### src/rtl/core/arr_pkg.sv
`timescale 1ns / 1ps
// ----------------------------------------------------------------------------
// ARP responder package
// Shared constants, result codes and the check verdict passed to the emitter.
// ----------------------------------------------------------------------------
package arr_pkg;

  localparam int FrameKeep = 42;   // bytes of a frame that are kept
  localparam int ArpLen    = 28;   // length of a bare ARP payload
  localparam int EthHdr    = 14;   // Ethernet header length
  localparam int CountMax  = 63;   // saturation value of the byte count
  localparam int CountW    = 6;
  localparam int MacW      = 48;
  localparam int IpW       = 32;

  localparam logic [15:0] EtherTypeArp = 16'h0806;
  localparam logic [15:0] ProtoIpv4    = 16'h0800;
  localparam logic [15:0] HwTypeEth    = 16'h0001;
  localparam logic [7:0]  HwLenMac     = 8'd6;
  localparam logic [7:0]  ProtoLenIp   = 8'd4;
  localparam logic [15:0] OpRequest    = 16'h0001;
  localparam logic [15:0] OpReply      = 16'h0002;

  // Result status codes.
  localparam logic [1:0] StatusReply   = 2'd0;
  localparam logic [1:0] StatusIgnored = 2'd1;
  localparam logic [1:0] StatusNoIf    = 2'd2;

  // Configuration register indexes.
  localparam logic [2:0] CfgLocalMac       = 3'd0;
  localparam logic [2:0] CfgInterfaceReady = 3'd1;
  localparam logic [2:0] CfgHeaderComplete = 3'd2;
  localparam logic [2:0] CfgNeighborCount  = 3'd3;
  localparam logic [2:0] CfgNeighbor0Ip    = 3'd4;
  localparam logic [2:0] CfgNeighbor0Mac   = 3'd5;
  localparam logic [2:0] CfgNeighbor1Ip    = 3'd6;
  localparam logic [2:0] CfgNeighbor1Mac   = 3'd7;

  typedef struct packed {
    logic            is_reply;
    logic [1:0]      status;
    logic [MacW-1:0] req_mac;
    logic [IpW-1:0]  req_ip;
    logic [MacW-1:0] nbr_mac;
    logic [IpW-1:0]  nbr_ip;
  } verdict_t;

endpackage

### src/rtl/core/arr_capture.sv
`timescale 1ns / 1ps
// ----------------------------------------------------------------------------
// ARP responder frame capture
// Keeps the first bytes of the incoming frame and a saturating byte count,
// and flags a finished frame for checking.
// ----------------------------------------------------------------------------
module arr_capture
  import arr_pkg::*;
(
  input  logic                    clk_i,
  input  logic                    rst_ni,
  input  logic                    in_valid_i,
  output logic                    in_stall_o,
  input  logic [7:0]              frame_byte_i,
  input  logic                    frame_end_i,
  input  logic                    load_i,
  output logic                    eval_o,
  output logic [CountW-1:0]       total_o,
  output logic [FrameKeep*8-1:0]  store_o
);

  logic [CountW-1:0]      count_q, count_d;
  logic [CountW-1:0]      count_inc;
  logic [CountW-1:0]      total_q;
  logic                   eval_q, eval_d;
  logic [FrameKeep*8-1:0] store_q;
  logic                   accept;

  // A finished frame holds the store until the emitter takes its verdict.
  assign in_stall_o = eval_q && !load_i;
  assign accept     = in_valid_i && !in_stall_o;

  assign count_inc = (count_q < CountW'(CountMax)) ? count_q + 1'b1 : count_q;

  always_comb begin
    count_d = count_q;
    eval_d  = eval_q;
    if (load_i) begin
      eval_d = 1'b0;
    end
    if (accept) begin
      count_d = frame_end_i ? '0 : count_inc;
      if (frame_end_i) begin
        eval_d = 1'b1;
      end
    end
  end

  always_ff @(posedge clk_i or negedge rst_ni) begin
    if (!rst_ni) begin
      count_q <= '0;
      eval_q  <= 1'b0;
    end else begin
      count_q <= count_d;
      eval_q  <= eval_d;
    end
  end

  always_ff @(posedge clk_i) begin
    if (accept && frame_end_i) begin
      total_q <= count_inc;
    end
  end

  always_ff @(posedge clk_i) begin
    if (accept && count_q < CountW'(FrameKeep)) begin
      store_q[8*count_q +: 8] <= frame_byte_i;
    end
  end

  assign eval_o  = eval_q;
  assign total_o = total_q;
  assign store_o = store_q;

endmodule

### src/rtl/core/arr_check.sv
`timescale 1ns / 1ps
// ----------------------------------------------------------------------------
// ARP responder frame check
// Decides from a captured frame whether to answer, and with which addresses.
// ----------------------------------------------------------------------------
module arr_check
  import arr_pkg::*;
(
  input  logic [FrameKeep*8-1:0] store_i,
  input  logic [CountW-1:0]      total_i,
  input  logic [MacW-1:0]        local_mac_i,
  input  logic                   interface_ready_i,
  input  logic                   src_strict_i,
  input  logic [1:0]             neighbor_count_i,
  input  logic [IpW-1:0]         nbr0_ip_i,
  input  logic [MacW-1:0]        nbr0_mac_i,
  input  logic [IpW-1:0]         nbr1_ip_i,
  input  logic [MacW-1:0]        nbr1_mac_i,
  output verdict_t               verdict_o
);

  logic [7:0]      arp [ArpLen];
  logic            full;
  logic            len_ok;
  logic            hdr_ok;
  logic [MacW-1:0] smac, dst, src;
  logic [IpW-1:0]  sip, tip;
  logic            hit0, hit1, hit;
  logic [MacW-1:0] nmac;
  logic [IpW-1:0]  nip;
  logic            sender_ok, dst_ok, src_ok, eth_ok;

  assign full   = total_i >= CountW'(FrameKeep);
  assign len_ok = full || total_i == CountW'(ArpLen);

  // The ARP part starts after the Ethernet header in a full frame.
  always_comb begin
    for (int i = 0; i < ArpLen; i++) begin
      arp[i] = full ? store_i[8*(EthHdr+i) +: 8] : store_i[8*i +: 8];
    end
  end

  assign hdr_ok = {arp[0], arp[1]} == HwTypeEth && {arp[2], arp[3]} == ProtoIpv4 &&
                  arp[4] == HwLenMac && arp[5] == ProtoLenIp &&
                  {arp[6], arp[7]} == OpRequest &&
                  (!full || {store_i[8*12 +: 8], store_i[8*13 +: 8]} == EtherTypeArp);

  assign smac = {arp[8], arp[9], arp[10], arp[11], arp[12], arp[13]};
  assign sip  = {arp[14], arp[15], arp[16], arp[17]};
  assign tip  = {arp[24], arp[25], arp[26], arp[27]};

  // Entry zero wins; a count of three acts as two.
  assign hit0 = neighbor_count_i != 2'd0 && nbr0_ip_i == tip;
  assign hit1 = neighbor_count_i[1] && nbr1_ip_i == tip;
  assign hit  = hit0 || hit1;
  assign nmac = hit0 ? nbr0_mac_i : nbr1_mac_i;
  assign nip  = hit0 ? nbr0_ip_i : nbr1_ip_i;

  assign sender_ok = smac == local_mac_i && !smac[40] && smac != '0;

  assign dst = {store_i[8*0 +: 8], store_i[8*1 +: 8], store_i[8*2 +: 8],
                store_i[8*3 +: 8], store_i[8*4 +: 8], store_i[8*5 +: 8]};
  assign src = {store_i[8*6 +: 8], store_i[8*7 +: 8], store_i[8*8 +: 8],
                store_i[8*9 +: 8], store_i[8*10 +: 8], store_i[8*11 +: 8]};
  assign dst_ok = dst == '1 || dst == nmac;
  assign src_ok = src == smac || (!src_strict_i && src == '0);
  assign eth_ok = !full || (dst_ok && src_ok);

  always_comb begin
    verdict_o.req_mac  = smac;
    verdict_o.req_ip   = sip;
    verdict_o.nbr_mac  = nmac;
    verdict_o.nbr_ip   = nip;
    verdict_o.is_reply = 1'b0;
    priority if (!interface_ready_i) begin
      verdict_o.status = StatusNoIf;
    end else if (len_ok && hdr_ok && hit && sender_ok && eth_ok) begin
      verdict_o.status   = StatusReply;
      verdict_o.is_reply = 1'b1;
    end else begin
      verdict_o.status = StatusIgnored;
    end
  end

endmodule

### src/rtl/core/arr_emit.sv
`timescale 1ns / 1ps
// ----------------------------------------------------------------------------
// ARP responder result emitter
// Holds one verdict and sends either the reply frame byte by byte or a
// single status item.
// ----------------------------------------------------------------------------
module arr_emit
  import arr_pkg::*;
(
  input  logic       clk_i,
  input  logic       rst_ni,
  input  logic       eval_i,
  input  verdict_t   verdict_i,
  output logic       load_o,
  output logic       out_valid_o,
  input  logic       out_stall_i,
  output logic [7:0] reply_byte_o,
  output logic       last_of_run_o,
  output logic [1:0] status_o
);

  localparam logic [CountW-1:0] LastIdx = CountW'(FrameKeep - 1);

  logic                   busy_q, busy_d;
  logic [CountW-1:0]      idx_q, idx_d;
  verdict_t               vd_q;
  logic                   fire, last, free;
  logic [FrameKeep*8-1:0] reply_vec;
  logic [CountW-1:0]      sel;

  assign fire = busy_q && !out_stall_i;
  assign last = !vd_q.is_reply || idx_q == LastIdx;
  assign free = !busy_q || (fire && last);
  assign load_o = eval_i && free;

  always_comb begin
    busy_d = busy_q;
    idx_d  = idx_q;
    if (load_o) begin
      busy_d = 1'b1;
      idx_d  = '0;
    end else if (fire) begin
      if (last) begin
        busy_d = 1'b0;
      end else begin
        idx_d = idx_q + 1'b1;
      end
    end
  end

  always_ff @(posedge clk_i or negedge rst_ni) begin
    if (!rst_ni) begin
      busy_q <= 1'b0;
      idx_q  <= '0;
    end else begin
      busy_q <= busy_d;
      idx_q  <= idx_d;
    end
  end

  always_ff @(posedge clk_i) begin
    if (load_o) begin
      vd_q <= verdict_i;
    end
  end

  // Reply frame, first wire byte in the top bits.
  assign reply_vec = {vd_q.req_mac, vd_q.nbr_mac, EtherTypeArp, HwTypeEth, ProtoIpv4,
                      HwLenMac, ProtoLenIp, OpReply, vd_q.nbr_mac, vd_q.nbr_ip,
                      vd_q.req_mac, vd_q.req_ip};
  assign sel = LastIdx - idx_q;

  assign out_valid_o   = busy_q;
  assign reply_byte_o  = vd_q.is_reply ? reply_vec[8*sel +: 8] : 8'd0;
  assign last_of_run_o = last;
  assign status_o      = vd_q.is_reply ? StatusReply : vd_q.status;

endmodule

### src/rtl/core/arp_request_responder_top.sv
`timescale 1ns / 1ps
// ----------------------------------------------------------------------------
// ARP request responder, top level
// Captures a transmitted frame, checks it for an ARP request to a configured
// neighbor and answers with a reply frame or a single status item.
// ----------------------------------------------------------------------------
// Frame bytes are taken one per cycle while the input is not stalled. The
// frame's last byte is checked in the cycle after its transfer. A reply is sent
// as 42 bytes, a status as one item; the next finished frame waits (input
// stalls) until the emitter has sent the previous one's last item.
// Reset clears the byte count, control state and all configuration registers.
// ----------------------------------------------------------------------------
module arp_request_responder_top
  import arr_pkg::*;
(
  input  logic            clk_i,
  input  logic            rst_ni,
  input  logic            cfg_we_i,
  input  logic [2:0]      cfg_idx_i,
  input  logic [MacW-1:0] cfg_data_i,
  input  logic            in_valid_i,
  output logic            in_stall_o,
  input  logic [7:0]      frame_byte_i,
  input  logic            frame_end_i,
  output logic            out_valid_o,
  input  logic            out_stall_i,
  output logic [7:0]      reply_byte_o,
  output logic            last_of_run_o,
  output logic [1:0]      status_o
);

  logic [MacW-1:0] local_mac_q;
  logic            interface_ready_q;
  logic            src_strict_q;
  logic [1:0]      neighbor_count_q;
  logic [IpW-1:0]  nbr0_ip_q, nbr1_ip_q;
  logic [MacW-1:0] nbr0_mac_q, nbr1_mac_q;

  logic                   load;
  logic                   eval;
  logic [CountW-1:0]      total;
  logic [FrameKeep*8-1:0] store;
  verdict_t               verdict;

  always_ff @(posedge clk_i or negedge rst_ni) begin
    if (!rst_ni) begin
      local_mac_q       <= '0;
      interface_ready_q <= 1'b0;
      src_strict_q      <= 1'b0;
      neighbor_count_q  <= '0;
      nbr0_ip_q         <= '0;
      nbr0_mac_q        <= '0;
      nbr1_ip_q         <= '0;
      nbr1_mac_q        <= '0;
    end else if (cfg_we_i) begin
      unique case (cfg_idx_i)
        CfgLocalMac:       local_mac_q       <= cfg_data_i;
        CfgInterfaceReady: interface_ready_q <= cfg_data_i[0];
        CfgHeaderComplete: src_strict_q      <= cfg_data_i[0];
        CfgNeighborCount:  neighbor_count_q  <= cfg_data_i[1:0];
        CfgNeighbor0Ip:    nbr0_ip_q         <= cfg_data_i[IpW-1:0];
        CfgNeighbor0Mac:   nbr0_mac_q        <= cfg_data_i;
        CfgNeighbor1Ip:    nbr1_ip_q         <= cfg_data_i[IpW-1:0];
        CfgNeighbor1Mac:   nbr1_mac_q        <= cfg_data_i;
        default: ;
      endcase
    end
  end

  arr_capture u_capture (
    .clk_i        (clk_i),
    .rst_ni       (rst_ni),
    .in_valid_i   (in_valid_i),
    .in_stall_o   (in_stall_o),
    .frame_byte_i (frame_byte_i),
    .frame_end_i  (frame_end_i),
    .load_i       (load),
    .eval_o       (eval),
    .total_o      (total),
    .store_o      (store)
  );

  arr_check u_check (
    .store_i           (store),
    .total_i           (total),
    .local_mac_i       (local_mac_q),
    .interface_ready_i (interface_ready_q),
    .src_strict_i      (src_strict_q),
    .neighbor_count_i  (neighbor_count_q),
    .nbr0_ip_i         (nbr0_ip_q),
    .nbr0_mac_i        (nbr0_mac_q),
    .nbr1_ip_i         (nbr1_ip_q),
    .nbr1_mac_i        (nbr1_mac_q),
    .verdict_o         (verdict)
  );

  arr_emit u_emit (
    .clk_i         (clk_i),
    .rst_ni        (rst_ni),
    .eval_i        (eval),
    .verdict_i     (verdict),
    .load_o        (load),
    .out_valid_o   (out_valid_o),
    .out_stall_i   (out_stall_i),
    .reply_byte_o  (reply_byte_o),
    .last_of_run_o (last_of_run_o),
    .status_o      (status_o)
  );

endmodule
### config.mk
export PLATFORM = sky130hd
export DESIGN_NAME = arp_request_responder_top
export DESIGN_NICKNAME = d
export VERILOG_FILES = /design/src/rtl/core/arr_pkg.sv /design/src/rtl/core/arr_capture.sv /design/src/rtl/core/arr_check.sv /design/src/rtl/core/arr_emit.sv /design/src/rtl/core/arp_request_responder_top.sv
export SDC_FILE = /design/constraint.sdc
export NUM_CORES = 1
export LEC_CHECK = 0
export BUFFER_PORTS_ARGS = -buffer_cell sky130_fd_sc_hd__buf_2
export CORE_UTILIZATION = 25
export CTS_CLUSTER_DIAMETER = 60
export CTS_CLUSTER_SIZE = 30
export DETAILED_ROUTE_END_ITERATION = 10
export PLACE_DENSITY_LB_ADDON = 0.1
export SETUP_SLACK_MARGIN = 0.02
export SYNTH_ARGS = -nofsm -noshare
export SYNTH_HDL_FRONTEND = slang
export SYNTH_SLANG_ARGS = --single-unit
### constraint.sdc
create_clock -name clk_i -period 7.1 [get_ports clk_i]
set_input_delay 0.355 -clock clk_i [delete_from_list [all_inputs] [get_ports clk_i]]
set_output_delay 0.355 -clock clk_i [all_outputs]
set_load 0.02 [all_outputs]
==> summary.md <==
| Metric | Value |
|---|---|
| Syn. warnings | 0 |
| Worst flop-to-flop path endpoint | u_capture.store_o[51] |
| # setup viols final | 0 |
| Maximum clock insertion buffer count | 3 |
| Highest clock frequency the design can meet | 0.1823 GHz |
| Synth top area share | 41.33% |
| Required time of the critical path | 7.39 ns |
| Most frequently used flop master after synthesis | sky130_fd_sc_hd__edfxtp_1 |
| I/O Pins | 78 |
| Wire length on met3 | 8.279 mm |
| Transition at the pin with the smallest max-transition slack | 1.178 ns |
| Number of nets in the final layout | 2995 |
| Ranking of synthesized cells by instance count | 457 x sky130_fd_sc_hd__edfxtp_1, 346 x sky130_fd_sc_hd__nor2_1, 303 x sky130_fd_sc_hd__nand2_1 |
| Area Growth Syn to Fin | 16.37% |
| Number of cells on the worst reg-to-reg path | 13 |
| Cell type of the slowest stage on the worst timing path | sky130_fd_sc_hd__nor2_1 |
| Max capacitance violation total | 0 |
| Die X | 366.4 microns |
| Worst hold-check path type | input pin to flop |
| Peak supply drop | 0.1599 mV |
| Number of CTS-inserted buffers | 81 |
| R2r startpoint | u_emit.idx_q[1] |
| Worst R2R Setup Slack | 1.61 ns |
| Flip-flop and latch count after synthesis | 683 |
| Post-DR vias/cell | 5.212 |
| Number of cells on the worst hold path | 2 |
| Hold Path Origin | cfg_data_i[34] |
| Placement Rows | 133 |
| Kind of launch point of the worst setup path | flop |
| Hold buffer count at cts | 13 |
| Element type at the critical path end | flop |
| Vias in the first global route | 24710 |
| Input/output buffers | 77 |
| Top-count cell post-synth | sky130_fd_sc_hd__edfxtp_1 |
| Worst path most repeated cell | sky130_fd_sc_hd__inv_1 |
| Most area-consuming cells after synthesis | sky130_fd_sc_hd__edfxtp_1 41%, sky130_fd_sc_hd__dfrtp_1 17%, sky130_fd_sc_hd__mux2_2 8.6%, sky130_fd_sc_hd__nor2_1 3.9%, sky130_fd_sc_hd__nand2_1 3.4% |
| GP Congestion | 0.9704 |
| Max-slew violation count | 0 |
| Total global routing overflow | 0 |
| Synthesized area | 33200 sq um |
| M1 wire length | 73.98 mm |
| Clock tree from TritonCTS | done |
| Outcome | finished clean |
| Std-Cell Core Area | 131600 sq um |
| Per-cell routed wire length | 35.00 microns |
| WP buf/inv | 4 |
| Height of the die | 366.4 microns |
| Initial core utilization | 25.22% |
| Iteration-0 DRC count of the detailed router | 2885 |
| Highest net fanout along the worst path | 14 |
| Clock transition at the register clock pins on the worst setup and hold paths after CTS | 0.07 ns |
| Gate family responsible for the most delay along the worst path | simple AND/OR/NAND/NOR gates |
| Worst-Skew Late Latency | 0.69 ns |
| Instance count of the mapped netlist | 2859 |
| Number of cells upsized or downsized after cts | 0 |
| Reported leakage power | 14.02 nW |
| Top Metal Used | met4 |
| Clock skew after layout | 0.04461 ns |
| Crit path time final | 5.485 ns |
| Power per cell area | 327.4 nW/um^2 |
| Pin count of the biggest net entering global routing | 142 |
| Sum of negative setup slack | 0 ns |
| Setup repair after global routing missed its margin | false |
| Number of buffers inserted by post-CTS setup repair | 0 |
| Detail Placement HPWL | 130.9 mm |
| Net Count, Synth | 2931 |
| Ratio of final minimum period to clock period | 77.26% |
| Worst-case hold path end point | nbr0_mac_q[34] |
| Number of detailed-routing iterations run before antenna repair | 7 |
| Async set or reset register ratio after synthesis | 33.09% |
| Mean cell area of the mapped netlist | 11.61 sq um |
| Clock root buffer | sky130_fd_sc_hd__clkbuf_16 |
| Sequence of cells on the critical path | inv_1 > ha_1 > nand4b_1 > o21ai_0 > inv_1 > o21ai_1 > inv_1 > nand2_1 > nand2_1 > a21oi_1 > buf_4 > nand4_1 > nor2_1 |
| Total number of vias | 24750 |
| Area enclosed by the die boundary | 134300 sq um |
| Max stage delay on crit path | 0.87 ns |
| Data arrival at the endpoint of the critical path | 5.78 ns |
| Met2 wire length | 79.11 mm |
| Remaining DRCs | 0 |
| Post-synth top area cell | sky130_fd_sc_hd__edfxtp_1 |
| Total global routing track utilization | 24.34% |
| Final wirelength | 166.2 mm |
| Level count of the clock H-tree | 3 |
| Sum of internal, switching and leakage power | 12.65 mW |
| First-pass GRT wire length | 222.9 mm |
| WS Path Type | flop to flop |
| Number of distinct standard cells referenced by the synthesized netlist | 67 |
| Worst-case headroom to the max-slew limit | 21.32% |
| Share of layout cells above drive strength 1 | 18.86% |
| Number of enable-type register cells in the synthesized netlist | 457 |
| Fin. Hold Viols | 0 |
| Share of synthesized area occupied by flip-flops and latches | 58.37% |
| Remaining antenna violation count | 0 |
| Number of antenna violations at the first check in global routing | 14 |
| TritonCTS Sinks | 683 |
## flip-flops by register name (all words and copies together), names as in the netlist
name,flops
interface_ready_q,1
local_mac_q,48
nbr0_ip_q,32
nbr0_mac_q,48
nbr1_ip_q,32
nbr1_mac_q,48
neighbor_count_q,2
src_strict_q,1
u_capture.count_q,6
u_capture.eval_o,1
u_capture.store_o,288
u_capture.total_o,6
u_emit.idx_q,6
u_emit.out_valid_o,1
u_emit.reply_vec,160
u_emit.vd_q,3
## cell families after synthesis
group	after synthesis	synth area share, %
flip-flops	683	58.37
multiplexers	339	12.25
XOR/XNOR	197	5.197
adder cells (fa/ha/maj)	7	0.2638
buffers and inverters	318	3.686
AO/OA/AOI/OAI	345	7.066
AND/OR/NAND/NOR	970	13.17
## cell type report
cell class                 instances  area [sq um]
antenna                            4         10.01
clock buffer                      86          2110
clock inverter                    64         788.3
fill                           13440         92990
inverter                         168         630.6
multi-input combinational       1858         12660
sequential                       683         19380
tap                             1755          2196
timing repair buffer             131         860.8
## metrics by stage
| step | hold WS [ns] | area, sq um | instances | util, % | worst slack [ns] |
|---|---|---|---|---|---|
| global placement | 0.4321 | 35590 | 4581 | 27.04 | 1.592 |
| global route | 0.009082 | 38630 | 4745 | 29.34 | 1.194 |
| detailed placement | 0.4349 | 35590 | 4581 | 27.04 | 1.535 |
| CTS | 0.005715 | 38620 | 4744 | 29.34 | 1.473 |
| finish | 0.02307 | 38640 | 4749 | 29.35 | 1.615 |
| floorplan | 0.05941 | 33200 | 2859 | - | 2.137 |
## worst max-delay path by stage
stage | startpoint | to | depth (start not counted)
finish | u_emit.idx_q[1] | u_capture.store_o[51] | 13
global route | u_emit.idx_q[1] | u_capture.store_o[51] | 13
CTS | u_emit.idx_q[1] | u_capture.store_o[51] | 13
detailed placement | u_emit.idx_q[1] | u_capture.store_o[51] | 13
global placement | u_emit.idx_q[1] | u_capture.store_o[51] | 13
floorplan | u_emit.idx_q[1] | u_emit.reply_vec[0] | 10
## metal layers
metal | GRT usage [%] | vias to the layer above
li1 | - | 10530
met3 | 2.799 | 205
met4 | 6.952 | 0
met5 | 0 | -
met1 | 33.41 | 13030
met2 | 40.25 | 992
## where the power goes
part	internal [mW]	leakage (nW)	switching [mW]
sequential	4.74	7.07	0.543
combinational	0.926	5.55	1.96
clock	2.44	1.40	2.05
## cell usage in the layout, fill, tap and decap left out, types with 55 or more instances in the layout
cell type | Yosys | routed
sky130_fd_sc_hd__edfxtp_1 | 457 | 457
sky130_fd_sc_hd__nor2_1 | 346 | 346
sky130_fd_sc_hd__nand2_1 | 303 | 301
sky130_fd_sc_hd__mux2_2 | 254 | 254
sky130_fd_sc_hd__dfrtp_1 | 226 | 224
sky130_fd_sc_hd__inv_1 | 166 | 166
sky130_fd_sc_hd__xor2_1 | 121 | 121
sky130_fd_sc_hd__o21ai_0 | 93 | 91
sky130_fd_sc_hd__nor4_1 | 87 | 87
sky130_fd_sc_hd__clkbuf_16 | 0 | 84
sky130_fd_sc_hd__buf_2 | 12 | 76
sky130_fd_sc_hd__xnor2_1 | 76 | 75
sky130_fd_sc_hd__nor3_1 | 67 | 65
sky130_fd_sc_hd__nand4_1 | 57 | 57
sky130_fd_sc_hd__mux2i_1 | 55 | 55
## worst register-to-register path: cells and delay by family, from the launching register on
| kind | cells | cell delay, ns |
|---|---|---|
| AOI/OAI and AO/OA | 3 | 1.39 |
| buffers and inverters | 4 | 0.75 |
| DFF | 1 | 0.44 |
| adders and majority gates | 1 | 0.35 |
| and+or+nand+nor | 5 | 2.16 |
Note: power is estimated with default switching activity, not from simulation.
